<file path="src/sv/msr_pkg.sv">
// ----------------------------------------------------------------------------
// msr_pkg
// Shared constants for the modulated reflectance sensor: register indexes,
// register reset values and the fixed-point coefficients of the correction.
// ----------------------------------------------------------------------------
package msr_pkg;

	// configuration port
	localparam int CFG_IDX_W  = 2;
	localparam int CFG_DATA_W = 24;

	localparam logic [CFG_IDX_W-1:0] REG_ON_PERIOD      = 2'd0;
	localparam logic [CFG_IDX_W-1:0] REG_OFF_PERIOD     = 2'd1;
	localparam logic [CFG_IDX_W-1:0] REG_TICK_LENGTH    = 2'd2;
	localparam logic [CFG_IDX_W-1:0] REG_LINE_THRESHOLD = 2'd3;

	// register and field widths
	localparam int PERIOD_W = 10;
	localparam int TICK_W   = 7;
	localparam int COUNT_W  = 11;
	localparam int LUM_W    = 24;

	// reset values
	localparam logic [PERIOD_W-1:0] ON_PERIOD_RST      = 10'd20;
	localparam logic [PERIOD_W-1:0] OFF_PERIOD_RST     = 10'd20;
	localparam logic [TICK_W-1:0]   TICK_LENGTH_RST    = 7'd4;
	localparam logic [LUM_W-1:0]    LINE_THRESHOLD_RST = 24'd26644;

	// correction k = (a*d - b)*d + c, coefficients in unsigned Q.32
	localparam int COEF_A_W = 23;
	localparam int COEF_B_W = 32;
	localparam int COEF_C_W = 39;
	localparam logic [COEF_A_W-1:0] COEF_A = 23'd4459035;
	localparam logic [COEF_B_W-1:0] COEF_B = 32'd2718499550;
	localparam logic [COEF_C_W-1:0] COEF_C = 39'd473477194711;

	// Q.32 to Q.16 conversion
	localparam int FRAC_DROP = 16;
	localparam int LUM_SHIFT = 8;     // diff*2^32 / k >= 2^24  <=>  diff*2^8 >= k

endpackage

</file>
<file path="src/sv/msr_if.sv">
// ----------------------------------------------------------------------------
// msr_in_if / msr_out_if
// Valid/ready channels of the sensor: raw samples in, measurement beats out.
// ----------------------------------------------------------------------------
interface msr_in_if #(
	parameter int SAMPLE_BITS = 10
) ();
	logic                   valid;
	logic                   ready;
	logic [SAMPLE_BITS-1:0] light_sample;

	modport source (output valid, output light_sample, input ready);
	modport sink   (input valid, input light_sample, output ready);
endinterface

interface msr_out_if ();
	logic        valid;
	logic        ready;
	logic [23:0] luminance;
	logic        new_measurement;
	logic        on_line;
	logic        lamp_on;

	modport source (output valid, output luminance, output new_measurement,
		output on_line, output lamp_on, input ready);
	modport sink   (input valid, input luminance, input new_measurement,
		input on_line, input lamp_on, output ready);
endinterface

</file>
<file path="src/sv/msr_kcalc.sv">
// ----------------------------------------------------------------------------
// msr_kcalc
// Bit-serial evaluation of the correction k = (a*d - b)*d + c in Q.32,
// rounded to Q.16 and clamped to at least one LSB.
// ----------------------------------------------------------------------------
module msr_kcalc
	import msr_pkg::*;
#(
	parameter int SAMPLE_BITS = 10
) (
	input  logic                      clk,
	input  logic                      arst_n,
	input  logic                      start,
	input  logic [SAMPLE_BITS-1:0]    dark,
	output logic [2*SAMPLE_BITS+10:0] k16,
	output logic                      done
);

	localparam int MW = SAMPLE_BITS + 26;          // a*d - b, two's complement
	localparam int PW = MW + SAMPLE_BITS + 1;      // k in Q.32, two's complement
	localparam int KW = PW - FRAC_DROP;            // k in Q.16
	localparam int CW = $clog2(SAMPLE_BITS + 1);

	localparam logic [2:0] K_IDLE = 3'd0;
	localparam logic [2:0] K_MUL1 = 3'd1;
	localparam logic [2:0] K_SUBB = 3'd2;
	localparam logic [2:0] K_MUL2 = 3'd3;
	localparam logic [2:0] K_ADDC = 3'd4;
	localparam logic [2:0] K_RND  = 3'd5;

	logic [2:0]             state_q;
	logic [CW-1:0]          cnt_q;
	logic [SAMPLE_BITS-1:0] d_q;
	logic [SAMPLE_BITS-1:0] dsh_q;
	logic [PW-1:0]          acc_q;
	logic [MW-1:0]          m_q;
	logic [KW-1:0]          k16_q;
	logic                   done_q;

	logic [PW-1:0] addend;
	logic [PW-1:0] acc_dbl;
	logic [PW-1:0] rnd;
	logic [KW-1:0] kv;

	// msb-first shift-add: acc = 2*acc + bit*multiplicand
	always_comb begin
		if (state_q == K_MUL2) begin
			addend = {{(PW-MW){m_q[MW-1]}}, m_q};
		end else begin
			addend = {{(PW-COEF_A_W){1'b0}}, COEF_A};
		end
		acc_dbl = {acc_q[PW-2:0], 1'b0} + (dsh_q[SAMPLE_BITS-1] ? addend : '0);
		rnd     = acc_q + PW'(32768);
		kv      = rnd[PW-1:FRAC_DROP];
	end

	always_ff @(posedge clk or negedge arst_n) begin
		if (!arst_n) begin
			state_q <= K_IDLE;
			cnt_q   <= '0;
			done_q  <= 1'b0;
		end else begin
			done_q <= 1'b0;
			case (state_q)
				K_IDLE: begin
					if (start) begin
						state_q <= K_MUL1;
						cnt_q   <= CW'(SAMPLE_BITS);
					end
				end
				K_MUL1: begin
					cnt_q <= cnt_q - 1'b1;
					if (cnt_q == CW'(1)) begin
						state_q <= K_SUBB;
					end
				end
				K_SUBB: begin
					state_q <= K_MUL2;
					cnt_q   <= CW'(SAMPLE_BITS);
				end
				K_MUL2: begin
					cnt_q <= cnt_q - 1'b1;
					if (cnt_q == CW'(1)) begin
						state_q <= K_ADDC;
					end
				end
				K_ADDC: begin
					state_q <= K_RND;
				end
				K_RND: begin
					state_q <= K_IDLE;
					done_q  <= 1'b1;
				end
				default: begin
					state_q <= K_IDLE;
				end
			endcase
		end
	end

	// datapath
	always_ff @(posedge clk) begin
		case (state_q)
			K_IDLE: begin
				if (start) begin
					d_q   <= dark;
					dsh_q <= dark;
					acc_q <= '0;
				end
			end
			K_MUL1, K_MUL2: begin
				acc_q <= acc_dbl;
				dsh_q <= {dsh_q[SAMPLE_BITS-2:0], 1'b0};
			end
			K_SUBB: begin
				m_q   <= acc_q[MW-1:0] - {{(MW-COEF_B_W){1'b0}}, COEF_B};
				acc_q <= '0;
				dsh_q <= d_q;
			end
			K_ADDC: begin
				acc_q <= acc_q + {{(PW-COEF_C_W){1'b0}}, COEF_C};
			end
			K_RND: begin
				// non-positive k or a rounded zero clamps to one lsb
				if (acc_q[PW-1] || (kv == '0)) begin
					k16_q <= KW'(1);
				end else begin
					k16_q <= kv;
				end
			end
			default: begin
			end
		endcase
	end

	assign k16  = k16_q;
	assign done = done_q;

	a_k_nonzero: assert property (@(posedge clk) disable iff (!arst_n)
		done_q |-> (k16_q != '0))
		else $error("correction result is zero");

endmodule

</file>
<file path="src/sv/msr_div.sv">
// ----------------------------------------------------------------------------
// msr_div
// Restoring radix-2 divider: luminance = floor(diff*2^32 / k), one quotient
// bit per cycle, saturated to 24 bits.
// ----------------------------------------------------------------------------
module msr_div
	import msr_pkg::*;
#(
	parameter int SAMPLE_BITS = 10
) (
	input  logic                      clk,
	input  logic                      arst_n,
	input  logic                      start,
	input  logic [SAMPLE_BITS-1:0]    diff,
	input  logic [2*SAMPLE_BITS+10:0] k16,
	output logic [LUM_W-1:0]          quot,
	output logic                      done
);

	localparam int KW = 2*SAMPLE_BITS + 11;
	localparam int CW = $clog2(LUM_W + 1);

	logic             run_q;
	logic [CW-1:0]    cnt_q;
	logic             done_q;
	logic [KW-1:0]    k_q;
	logic [KW-1:0]    rem_q;
	logic [LUM_W-1:0] quot_q;

	logic [KW-1:0] num0;
	logic          sat;
	logic [KW:0]   trial;
	logic [KW:0]   rem_dbl;

	always_comb begin
		num0    = {{(KW-SAMPLE_BITS-LUM_SHIFT){1'b0}}, diff, {LUM_SHIFT{1'b0}}};
		sat     = (num0 >= k16);
		rem_dbl = {rem_q, 1'b0};
		trial   = rem_dbl - {1'b0, k_q};
	end

	always_ff @(posedge clk or negedge arst_n) begin
		if (!arst_n) begin
			run_q  <= 1'b0;
			cnt_q  <= '0;
			done_q <= 1'b0;
		end else begin
			done_q <= 1'b0;
			if (start) begin
				if (sat) begin
					done_q <= 1'b1;
				end else begin
					run_q <= 1'b1;
					cnt_q <= CW'(LUM_W);
				end
			end else if (run_q) begin
				cnt_q <= cnt_q - 1'b1;
				if (cnt_q == CW'(1)) begin
					run_q  <= 1'b0;
					done_q <= 1'b1;
				end
			end
		end
	end

	always_ff @(posedge clk) begin
		if (start) begin
			k_q    <= k16;
			rem_q  <= num0;
			quot_q <= sat ? '1 : '0;
		end else if (run_q) begin
			if (!trial[KW]) begin
				rem_q <= trial[KW-1:0];
			end else begin
				rem_q <= rem_dbl[KW-1:0];
			end
			quot_q <= {quot_q[LUM_W-2:0], ~trial[KW]};
		end
	end

	assign quot = quot_q;
	assign done = done_q;

	a_saturate: assert property (@(posedge clk) disable iff (!arst_n)
		(start && sat) |=> (done_q && (quot_q == '1)))
		else $error("saturated quotient not flagged at once");

endmodule

</file>
<file path="src/sv/modulated_reflectance_sensor.sv">
// ----------------------------------------------------------------------------
// modulated_reflectance_sensor
// Lamp phase sequencer with dark/lit sampling and corrected luminance output.
// ----------------------------------------------------------------------------
// beats: a non-measuring tick gives its beat in the cycle after it is taken; a tick
//   ending a lit phase gives it once the bit-serial k multiply and the 24-step divide
//   are through, or with no divide steps if the quotient saturates
// flow: one tick at a time; a measuring tick holds the input until its beat is
//   written, other ticks can follow back to back while the receiver takes each beat
// reset: registers at their defaults, dark phase, counter at off period, luminance 0
// ----------------------------------------------------------------------------
module modulated_reflectance_sensor
	import msr_pkg::*;
#(
	parameter int SAMPLE_BITS = 10
) (
	input  logic                  clk,
	input  logic                  arst_n,
	input  logic                  cfg_we,
	input  logic [CFG_IDX_W-1:0]  cfg_idx,
	input  logic [CFG_DATA_W-1:0] cfg_data,
	msr_in_if.sink                sample_ch,
	msr_out_if.source             result_ch
);

	localparam int KW = 2*SAMPLE_BITS + 11;

	// top-level sequencer codes
	localparam logic [1:0] ST_IDLE  = 2'd0;
	localparam logic [1:0] ST_KCALC = 2'd1;
	localparam logic [1:0] ST_DIV   = 2'd2;

	// configuration registers
	logic [PERIOD_W-1:0] on_period_q;
	logic [PERIOD_W-1:0] off_period_q;
	logic [TICK_W-1:0]   tick_length_q;
	logic [LUM_W-1:0]    line_threshold_q;

	// phase and readings
	logic                   phase_lit_q;
	logic [COUNT_W-1:0]     phase_cnt_q;
	logic [SAMPLE_BITS-1:0] lit_q;
	logic [SAMPLE_BITS-1:0] dark_q;
	logic [SAMPLE_BITS-1:0] diff_q;
	logic [1:0]             state_q;

	// output register, lum_q doubles as the held luminance
	logic             out_valid_q;
	logic [LUM_W-1:0] lum_q;
	logic             new_meas_q;
	logic             on_line_q;
	logic             lamp_on_q;

	logic                   accept;
	logic                   drain;
	logic                   expire;
	logic                   launch;
	logic                   phase_next;
	logic [SAMPLE_BITS-1:0] sample;

	logic             kc_done;
	logic [KW-1:0]    k16;
	logic             div_start;
	logic             div_done;
	logic [LUM_W-1:0] quot;

	assign sample = sample_ch.light_sample;

	// take a sample only when idle and the output slot will be free
	assign sample_ch.ready = (state_q == ST_IDLE) && (!out_valid_q || result_ch.ready);
	assign accept          = sample_ch.valid && sample_ch.ready;
	assign drain           = out_valid_q && result_ch.ready;

	// phase ends when the counter would not stay above zero
	assign expire     = (phase_cnt_q <= {{(COUNT_W-TICK_W){1'b0}}, tick_length_q});
	assign launch     = accept && expire && phase_lit_q;
	assign phase_next = expire ? ~phase_lit_q : phase_lit_q;
	assign div_start  = kc_done;

	// configuration writes
	always_ff @(posedge clk or negedge arst_n) begin
		if (!arst_n) begin
			on_period_q      <= ON_PERIOD_RST;
			off_period_q     <= OFF_PERIOD_RST;
			tick_length_q    <= TICK_LENGTH_RST;
			line_threshold_q <= LINE_THRESHOLD_RST;
		end else if (cfg_we) begin
			case (cfg_idx)
				REG_ON_PERIOD:      on_period_q      <= cfg_data[PERIOD_W-1:0];
				REG_OFF_PERIOD:     off_period_q     <= cfg_data[PERIOD_W-1:0];
				REG_TICK_LENGTH:    tick_length_q    <= cfg_data[TICK_W-1:0];
				REG_LINE_THRESHOLD: line_threshold_q <= cfg_data[LUM_W-1:0];
				default: begin
				end
			endcase
		end
	end

	// phase sequencer, readings and measurement control
	always_ff @(posedge clk or negedge arst_n) begin
		if (!arst_n) begin
			phase_lit_q <= 1'b0;
			phase_cnt_q <= {{(COUNT_W-PERIOD_W){1'b0}}, OFF_PERIOD_RST};
			lit_q       <= '0;
			dark_q      <= '0;
			state_q     <= ST_IDLE;
		end else begin
			if (accept) begin
				if (phase_lit_q) begin
					lit_q <= sample;
				end else begin
					dark_q <= sample;
				end
				if (!expire) begin
					phase_cnt_q <= phase_cnt_q - {{(COUNT_W-TICK_W){1'b0}}, tick_length_q};
				end else if (phase_lit_q) begin
					phase_lit_q <= 1'b0;
					phase_cnt_q <= {{(COUNT_W-PERIOD_W){1'b0}}, off_period_q};
				end else begin
					phase_lit_q <= 1'b1;
					phase_cnt_q <= {{(COUNT_W-PERIOD_W){1'b0}}, on_period_q};
				end
			end
			case (state_q)
				ST_IDLE: begin
					if (launch) begin
						state_q <= ST_KCALC;
					end
				end
				ST_KCALC: begin
					if (kc_done) begin
						state_q <= ST_DIV;
					end
				end
				ST_DIV: begin
					if (div_done) begin
						state_q <= ST_IDLE;
					end
				end
				default: begin
					state_q <= ST_IDLE;
				end
			endcase
		end
	end

	// clamped difference, lit reading is this tick's sample
	always_ff @(posedge clk) begin
		if (launch) begin
			diff_q <= (dark_q > sample) ? (dark_q - sample) : '0;
		end
	end

	// output register
	always_ff @(posedge clk or negedge arst_n) begin
		if (!arst_n) begin
			out_valid_q <= 1'b0;
			lum_q       <= '0;
			new_meas_q  <= 1'b0;
			on_line_q   <= 1'b0;
			lamp_on_q   <= 1'b0;
		end else begin
			if (accept && !launch) begin
				out_valid_q <= 1'b1;
				new_meas_q  <= 1'b0;
				on_line_q   <= (lum_q < line_threshold_q);
				lamp_on_q   <= phase_next;
			end else if (div_done) begin
				out_valid_q <= 1'b1;
				lum_q       <= quot;
				new_meas_q  <= 1'b1;
				on_line_q   <= (quot < line_threshold_q);
				lamp_on_q   <= phase_lit_q;
			end else if (drain) begin
				out_valid_q <= 1'b0;
			end
		end
	end

	assign result_ch.valid           = out_valid_q;
	assign result_ch.luminance       = lum_q;
	assign result_ch.new_measurement = new_meas_q;
	assign result_ch.on_line         = on_line_q;
	assign result_ch.lamp_on         = lamp_on_q;

	msr_kcalc #(
		.SAMPLE_BITS (SAMPLE_BITS)
	) u_kcalc (
		.clk    (clk),
		.arst_n (arst_n),
		.start  (launch),
		.dark   (dark_q),
		.k16    (k16),
		.done   (kc_done)
	);

	msr_div #(
		.SAMPLE_BITS (SAMPLE_BITS)
	) u_div (
		.clk    (clk),
		.arst_n (arst_n),
		.start  (div_start),
		.diff   (diff_q),
		.k16    (k16),
		.quot   (quot),
		.done   (div_done)
	);

	a_kc_done_busy: assert property (@(posedge clk) disable iff (!arst_n)
		kc_done |-> (state_q == ST_KCALC))
		else $error("correction finished outside a measurement");

	a_meas_beat: assert property (@(posedge clk) disable iff (!arst_n)
		div_done |=> (out_valid_q && new_meas_q && !lamp_on_q))
		else $error("finished measurement not presented as a dark-phase beat");

	a_no_overwrite: assert property (@(posedge clk) disable iff (!arst_n)
		accept |-> (!out_valid_q || result_ch.ready))
		else $error("sample taken while a beat is still pending");

endmodule

</file>
<file path="src/flat_wrapper.sv">
// flat-port wrapper written by rule: the top's interface ports become plain ports
module modulated_reflectance_sensor_flat import msr_pkg::*;
#(
	parameter int SAMPLE_BITS = 10
)
  (clk, arst_n, cfg_we, cfg_idx, cfg_data, sample_ch_valid, sample_ch_light_sample, sample_ch_ready, result_ch_valid, result_ch_luminance, result_ch_new_measurement, result_ch_on_line, result_ch_lamp_on, result_ch_ready);
  msr_in_if #(.SAMPLE_BITS(SAMPLE_BITS)) sample_ch_i ();
  msr_out_if result_ch_i ();
  input  logic clk;
  input  logic arst_n;
  input  logic cfg_we;
  input  logic [CFG_IDX_W-1:0] cfg_idx;
  input  logic [CFG_DATA_W-1:0] cfg_data;
  input wire logic [$bits(sample_ch_i.valid)-1:0] sample_ch_valid;
  input wire logic [$bits(sample_ch_i.light_sample)-1:0] sample_ch_light_sample;
  output wire logic [$bits(sample_ch_i.ready)-1:0] sample_ch_ready;
  output wire logic [$bits(result_ch_i.valid)-1:0] result_ch_valid;
  output wire logic [$bits(result_ch_i.luminance)-1:0] result_ch_luminance;
  output wire logic [$bits(result_ch_i.new_measurement)-1:0] result_ch_new_measurement;
  output wire logic [$bits(result_ch_i.on_line)-1:0] result_ch_on_line;
  output wire logic [$bits(result_ch_i.lamp_on)-1:0] result_ch_lamp_on;
  input wire logic [$bits(result_ch_i.ready)-1:0] result_ch_ready;
  assign sample_ch_i.valid = sample_ch_valid;
  assign sample_ch_i.light_sample = sample_ch_light_sample;
  assign sample_ch_ready = sample_ch_i.ready;
  assign result_ch_valid = result_ch_i.valid;
  assign result_ch_luminance = result_ch_i.luminance;
  assign result_ch_new_measurement = result_ch_i.new_measurement;
  assign result_ch_on_line = result_ch_i.on_line;
  assign result_ch_lamp_on = result_ch_i.lamp_on;
  assign result_ch_i.ready = result_ch_ready;
  modulated_reflectance_sensor #(.SAMPLE_BITS(SAMPLE_BITS)) u_core (.clk(clk), .arst_n(arst_n), .cfg_we(cfg_we), .cfg_idx(cfg_idx), .cfg_data(cfg_data), .sample_ch(sample_ch_i), .result_ch(result_ch_i));
endmodule
</file>
<file path="config.mk">
export PLATFORM = sky130hd
export DESIGN_NAME = modulated_reflectance_sensor_flat
export DESIGN_NICKNAME = d
export VERILOG_FILES = /design/src/sv/msr_pkg.sv /design/src/sv/msr_if.sv /design/src/sv/msr_kcalc.sv /design/src/sv/msr_div.sv /design/src/sv/modulated_reflectance_sensor.sv /design/src/flat_wrapper.sv
export SDC_FILE = /design/constraint.sdc
export NUM_CORES = 1
export LEC_CHECK = 0
export ABC_AREA = 1
export BUFFER_PORTS_ARGS = -buffer_cell sky130_fd_sc_hd__buf_4
export CORE_MARGIN = 2
export CORE_UTILIZATION = 60
export CTS_CLUSTER_DIAMETER = 100
export DETAILED_ROUTE_END_ITERATION = 7
export PLACE_DENSITY_LB_ADDON = 0.3
export RECOVER_POWER = 50
export SLEW_MARGIN = 20
export SYNTH_ARGS = -nofsm -noshare
export SYNTH_HDL_FRONTEND = slang
export SYNTH_SLANG_ARGS = --single-unit
</file>
<file path="constraint.sdc">
create_clock -name clk -period 12.4 [get_ports clk]
set_input_delay 2.48 -clock clk [delete_from_list [all_inputs] [get_ports clk]]
set_output_delay 2.48 -clock clk [all_outputs]
set_load 0.05 [all_outputs]
</file>
# Word level (Yosys, flattened, before mapping)
# Cells that the tools add are included.
# word_totals
reg_bits	348
latchBits	0
ram_bits	0
rom_bits	0
in_bits	41
out_inout_bits	29
elab_cells	145
memories	0
# classes
n_addsub	9
mul	0
div	0
magnitude_cmp	5
n_eq_ne	19
shift	0
muxes	47
bitwise	3
n_reduce_logical	33
# ops
operator	n
47-bit one-hot mux with 4 select lines	1
47-bit 2-to-1 mux	3
24-bit 2-to-1 mux	3
24-bit < comparator	2
47-bit by 16-bit adder with 47-bit output (second input constant)	1
47-bit by 39-bit adder with 47-bit output (second input constant)	1
47-bit adder	1
18-bit 2-to-1 mux	2
36-bit by 32-bit subtractor with 36-bit output (second input constant)	1
32-bit by 31-bit subtractor with 32-bit output	1
18-bit by 31-bit >= comparator with 1-bit output	1
31-bit logical NOT	1
31-bit 2-to-1 mux	1
10-bit one-hot mux with 3 select lines	1
2-bit AND reduction	11
1-bit 2-to-1 mux	20
10-bit 2-to-1 mux	2
5-bit 2-to-1 mux	3
3-bit one-hot mux with 5 select lines	1
4-bit one-hot mux with 3 select lines	1
11-bit by 7-bit less-or-equal comparator with 1-bit output	1
11-bit 2-to-1 mux	1
11-bit by 7-bit subtractor with 11-bit output	1
10-bit > comparator	1
other kinds (27)	54

# Logic depth before layout (Yosys ltp)
# logic_depth
word_depth	10
depth_mapped	20
mapped_depth_nobuf	20

# Modules after synthesis
# From an unflattened synthesis, not the netlist that was laid out.
# unflattened
cells_unflattened	3738
hier_area_um2	26047.5
# modules_own_cells
module	instances	cells_each	area_per_inst_um2	seq_area_each_um2
msr_kcalc	1	1956	12869.8	4224.1
msr_div	1	983	6651.4	2547.4
modulated_reflectance_sensor	1	799	6526.3	2892.8

# Least setup slack after synthesis
# No wires, ideal clock.
# synth_path
kind	input-to-reg
start	input result_ch_ready
end	register u_core.u_kcalc.acc_q[0] (enable)
setup_ns	0.467
arrival_time_ns	6.300
required_ns	11.933
setup_slack_ns	5.633
cell_stages	8
cell_sequence	nor2_1 > nor3_2 > nand2_1 > inv_1 > nand3_2 > nand2_1 > inv_1 > a21oi_1
# synth_via
elab_chain_cells	7
# synth_rtl
element	line_no	source
from (decl)	flat_wrapper.sv:22	input wire logic [$bits(result_ch_i.ready)-1:0] result_ch_ready;
1-bit logical OR	modulated_reflectance_sensor.sv:70	assign sample_ch.ready = (state_q == ST_IDLE) && (!out_valid_q || result_ch.ready);
1-bit logical AND	modulated_reflectance_sensor.sv:70	
named net sample_ch_ready	flat_wrapper.sv:16	output wire logic [$bits(sample_ch_i.ready)-1:0] sample_ch_ready;
1-bit logical AND	modulated_reflectance_sensor.sv:71	assign accept = sample_ch.valid && sample_ch.ready;
1-bit logical AND (2 in a row)	modulated_reflectance_sensor.sv:76	assign launch = accept && expire && phase_lit_q;
2-bit by 1-bit inequality test with 1-bit output (no source line)	n/a	
2-bit AND reduction (no source line)	n/a	
to (signal assigned)	msr_kcalc.sv:112	acc_q <= acc_dbl;
to (signal assigned)	msr_kcalc.sv:121	acc_q <= acc_q + {{(PW-COEF_C_W){1'b0}}, COEF_C};
to (decl)	msr_kcalc.sv:35	logic [PW-1:0] acc_q;
# The timed path passes the listed nets, and every way through them passes these cells.
# A chain may end at the register's enable or synchronous reset.

# Final worst setup path
# layout_path
start	register u_core.u_kcalc.done_q, in the netlist u_core.u_kcalc.done
end	register u_core.u_div.cnt_q[1]
# layout_via
elab_chain_cells	2
elab_cells_between_ends	4
# layout_rtl
element	line_no	source
from (decl)	msr_kcalc.sv:38	logic done_q;
from (signal assigned)	msr_kcalc.sv:61	done_q <= 1'b0;
from (signal assigned)	msr_kcalc.sv:63	done_q <= 1'b0;
from (signal assigned)	msr_kcalc.sv:92	done_q <= 1'b1;
2-bit inequality test (no source line) / 2-bit nonzero test (equally long branches)	n/a	
2-bit AND reduction (no source line)	n/a	
to (signal assigned)	msr_div.sv:54	cnt_q <= CW'(LUM_W);
to (signal assigned)	msr_div.sv:57	cnt_q <= cnt_q - 1'b1;
to (decl)	msr_div.sv:24	logic [CW-1:0] cnt_q;
# Several ways; a longest one is shown, not always the timed one.

==> impl_metrics.ini <==
[drt]
routed_via_density = 5.730
drtAntennaViolNets = 0
wirelength_um = 75550
wl_per_cell_um = 18.28
vias = 23680
dr.pass1.iters = 6
drc = 0
drt-initial-drc-count = 2239

[min_path]
hp-class = register to register
min_path_cells = 0

[pwr]
p_comb_frac = 0.049
p_int_mw = 2.003
switching_share = 0.2292
power_frac_seq = 0.486
p_clk_frac = 0.465
p_sw_uw = 595.8
power_leakage_nw = 13.30
pwr_density_cell_nw_per_um2 = 94.84
peakVddDrop_v = 0.0001045

[cts]
clock-sinks = 348
cts_buffers = 40
hold_buffers = 0
cts_resized = 0
cts_tree = yes
post_cts_buffers = 0
path_clk_slew_ps = 60
root_buffer = clkbuf_16
clk_latency_ps = 580
cts-htree-levels = 2
cts_max_path_buffers = 3

[die]
die_x_um = 208.8
placementRows = 75
num_io_pins = 70
dieArea_um2 = 43600
core_um2 = 41670
dieHeight_um = 208.8
start_util = 0.6040

[setup_path]
start_kind = register
endpoint_kind = register
reg2regPathDepth = 8
worstPathRequired_ps = 12850
crit_fanout = 72
cp.arrival_ps = 6240
criticalPathCategory = register to register

[yosys]
async_reset_ff_frac = 0.3391
ys.flop_type = edfxtp_1
yosysWarnings = 0
syn_area_per_cell_um2 = 7.166
synth_area_um2 = 25170
synth_edf_count = 209
syn-num-nets = 3715
ys_types = 56
synthCells = 3512
synth_seq_area_share = 0.3840
synth-seq-cells = 348

[global_route]
grt_overflow = 0
grt_pass1_vias = 22640
grt_usage = 0.3483
grt_pass1_wl_um = 119200
antenna_found_initial = 0
grt_start_max_net_pins = 73

[layout]
drive_above_1_share = 0.06177
syn2layout_area_growth_pct = 8.899
final_cell_mix = nand2_1, inv_1, nor2_1
final_common_cell = nand2_1
post-route-util = 0.6578
nets = 3766
final_cells = 4133
diodes = 0

[timing]
rsz0062_at_grt = no
max_clock_freq_mhz = 172.8
fin_tns_setup_ps = 0
fin_hold_ws_ps = 440.6
fin_ws_ps = 6614
report.final.slew_viol_count = 227
min_period_over_period = 0.4666
worst_pin_slew_ps = 3470
finalClockSkew_ps = 38.58
setup_viol = 0
finalCriticalPeriod_ps = 5786
hold_viol_final = 0
maxSlewHeadroom = -1.313

[placed_design]
gp_congestion = 1.038
port_buffers = 69
placed_cells = 4060
dp_hpwl_um = 58150
preCtsSetupSlack_ps = 6914

[outcome]
status = complete, but fails checks
violations = max-capacitance violations, max-slew violations

[job]
maxCapViolations = 6
worst max-delay path, stage by stage (launching register included):
cell and delay (ps):
dfrtp_2 360, clkbuf_1 2440, nor2_1 30, clkbuf_1 570, inv_1 160, clkbuf_1 1640
nand2_1 220, nand2_1 130, nand2_1 60
path summary, 6_finish.rpt:
| kind | from | to | slack (ps) |
|---|---|---|---|
| max reg2reg | u_core.u_kcalc.done | u_core.u_div.cnt_q[1] | 6610 |
| min | u_core.u_kcalc.k16[0] | u_core.u_div.k_q[0] | 440 |
| min in group asynchronous | arst_n | u_core.line_threshold_q[15] | 2820 |
| max | u_core.u_kcalc.done | u_core.u_div.cnt_q[1] | 6610 |
| min reg2reg | u_core.u_kcalc.k16[0] | u_core.u_div.k_q[0] | 440 |
| max in group asynchronous | arst_n | u_core.u_kcalc.state_q[1] | 7520 |
synthesized netlist by cell type (3+ instances only):
master | number | area (um2)
edfxtp_1 | 209 | 6276
nand2_4 | 3 | 33.78
and2_1 | 3 | 18.77
buf_6 | 4 | 45.04
nor2_2 | 41 | 256.5
o211ai_1 | 6 | 45.04
a31oi_1 | 11 | 68.82
dfstp_2 | 12 | 315.3
ha_1 | 158 | 1977
buf_4 | 7 | 52.55
a21o_1 | 6 | 45.04
nand4_1 | 39 | 244.0
xor2_1 | 58 | 508.0
buf_2 | 20 | 100.1
o21a_1 | 11 | 82.58
dfxtp_1 | 21 | 420.4
nand3_1 | 218 | 1091
nor3_1 | 47 | 235.2
a21oi_1 | 212 | 1061
nor4_1 | 10 | 62.56
o21bai_1 | 13 | 97.59
inv_1 | 492 | 1847
clkbuf_1 | 40 | 150.1
o21ai_1 | 7 | 35.03
or2_2 | 11 | 68.82
dfrtp_1 | 106 | 2653
clkinv_1 | 3 | 11.26
nor2_1 | 405 | 1520
o21ai_0 | 273 | 1366
fa_1 | 4 | 80.08
nor3b_1 | 4 | 30.03
xnor2_1 | 20 | 175.2
nand2_1 | 963 | 3615
nor2_4 | 4 | 45.04
nand2_2 | 4 | 25.02
a211oi_1 | 3 | 22.52
nand3b_1 | 14 | 105.1
o2111ai_1 | 3 | 26.28
a22oi_1 | 12 | 90.09
a31o_2 | 4 | 35.03
buf_1 | 3 | 11.26
o22ai_1 | 8 | 50.05
cell families after synthesis:
family                     share of synthesized area
and+or+nand+nor                               0.2945
AOI/OAI and AO/OA                             0.1241
buffers and inverters                        0.08845
DFF                                           0.3840
adders and majority gates                    0.08173
xor gates and xnor gates                     0.02715
sequential cells by signal, summed over array words and instances, names as in the netlist, 10 cells and up:
| register | count |
|---|---|
| u_core.u_kcalc.acc_q | 47 |
| u_core.u_kcalc.m_q | 36 |
| u_core.u_div.k_q | 31 |
| u_core.u_div.rem_q | 31 |
| u_core.u_kcalc.k16 | 31 |
| u_core.line_threshold_q | 24 |
| u_core.result_ch.luminance | 24 |
| u_core.u_div.quot | 24 |
| u_core.phase_cnt_q | 11 |
| u_core.dark_q | 10 |
| u_core.diff_q | 10 |
| u_core.off_period_q | 10 |
| u_core.on_period_q | 10 |
| u_core.u_kcalc.d_q | 10 |
| u_core.u_kcalc.dsh_q | 10 |
power by group through the flow:
stage,logic (mW),clock network (mW),registers (mW)
6_report,0.128,1.21,1.26
4_1_cts,0.128,1.22,1.26
3_5_place_dp,0.126,0,1.29
5_1_grt,0.148,1.26,1.27
2_1_floorplan,0.0839,0,1.28
3_3_place_gp,0.122,0,1.28
stage by stage:
| step | total power [mW] | cell area, um2 |
|---|---|---|
| 2_1_floorplan | 1.366 | 25170 |
| 3_3_place_gp | 1.407 | 26140 |
| 3_5_place_dp | 1.412 | 26140 |
| 4_1_cts | 2.612 | 27470 |
| 5_1_grt | 2.677 | 27410 |
| 6_report | 2.599 | 27410 |
final cells by class:
type                            count  area, um2
Timing Repair Buffer               84      589.3
Inverter                          496       1862
Multi-Input combinational cell   2593      13290
Sequential cell                   348       9666
Fill cell                        3807      14260
Clock inverter                     23      249.0
Tap cell                          539      674.4
Clock buffer                       50       1079
metal layers:
metal | routed length [um] | track usage | share of wire
met4 | 3970 | 0.1798 | 0.053
met2 | 34710 | 0.5666 | 0.46
met5 | 0 | 0 | 0
met1 | 30770 | 0.4493 | 0.41
met3 | 6092 | 0.05891 | 0.081
Note: power is estimated with default switching activity, not from simulation.
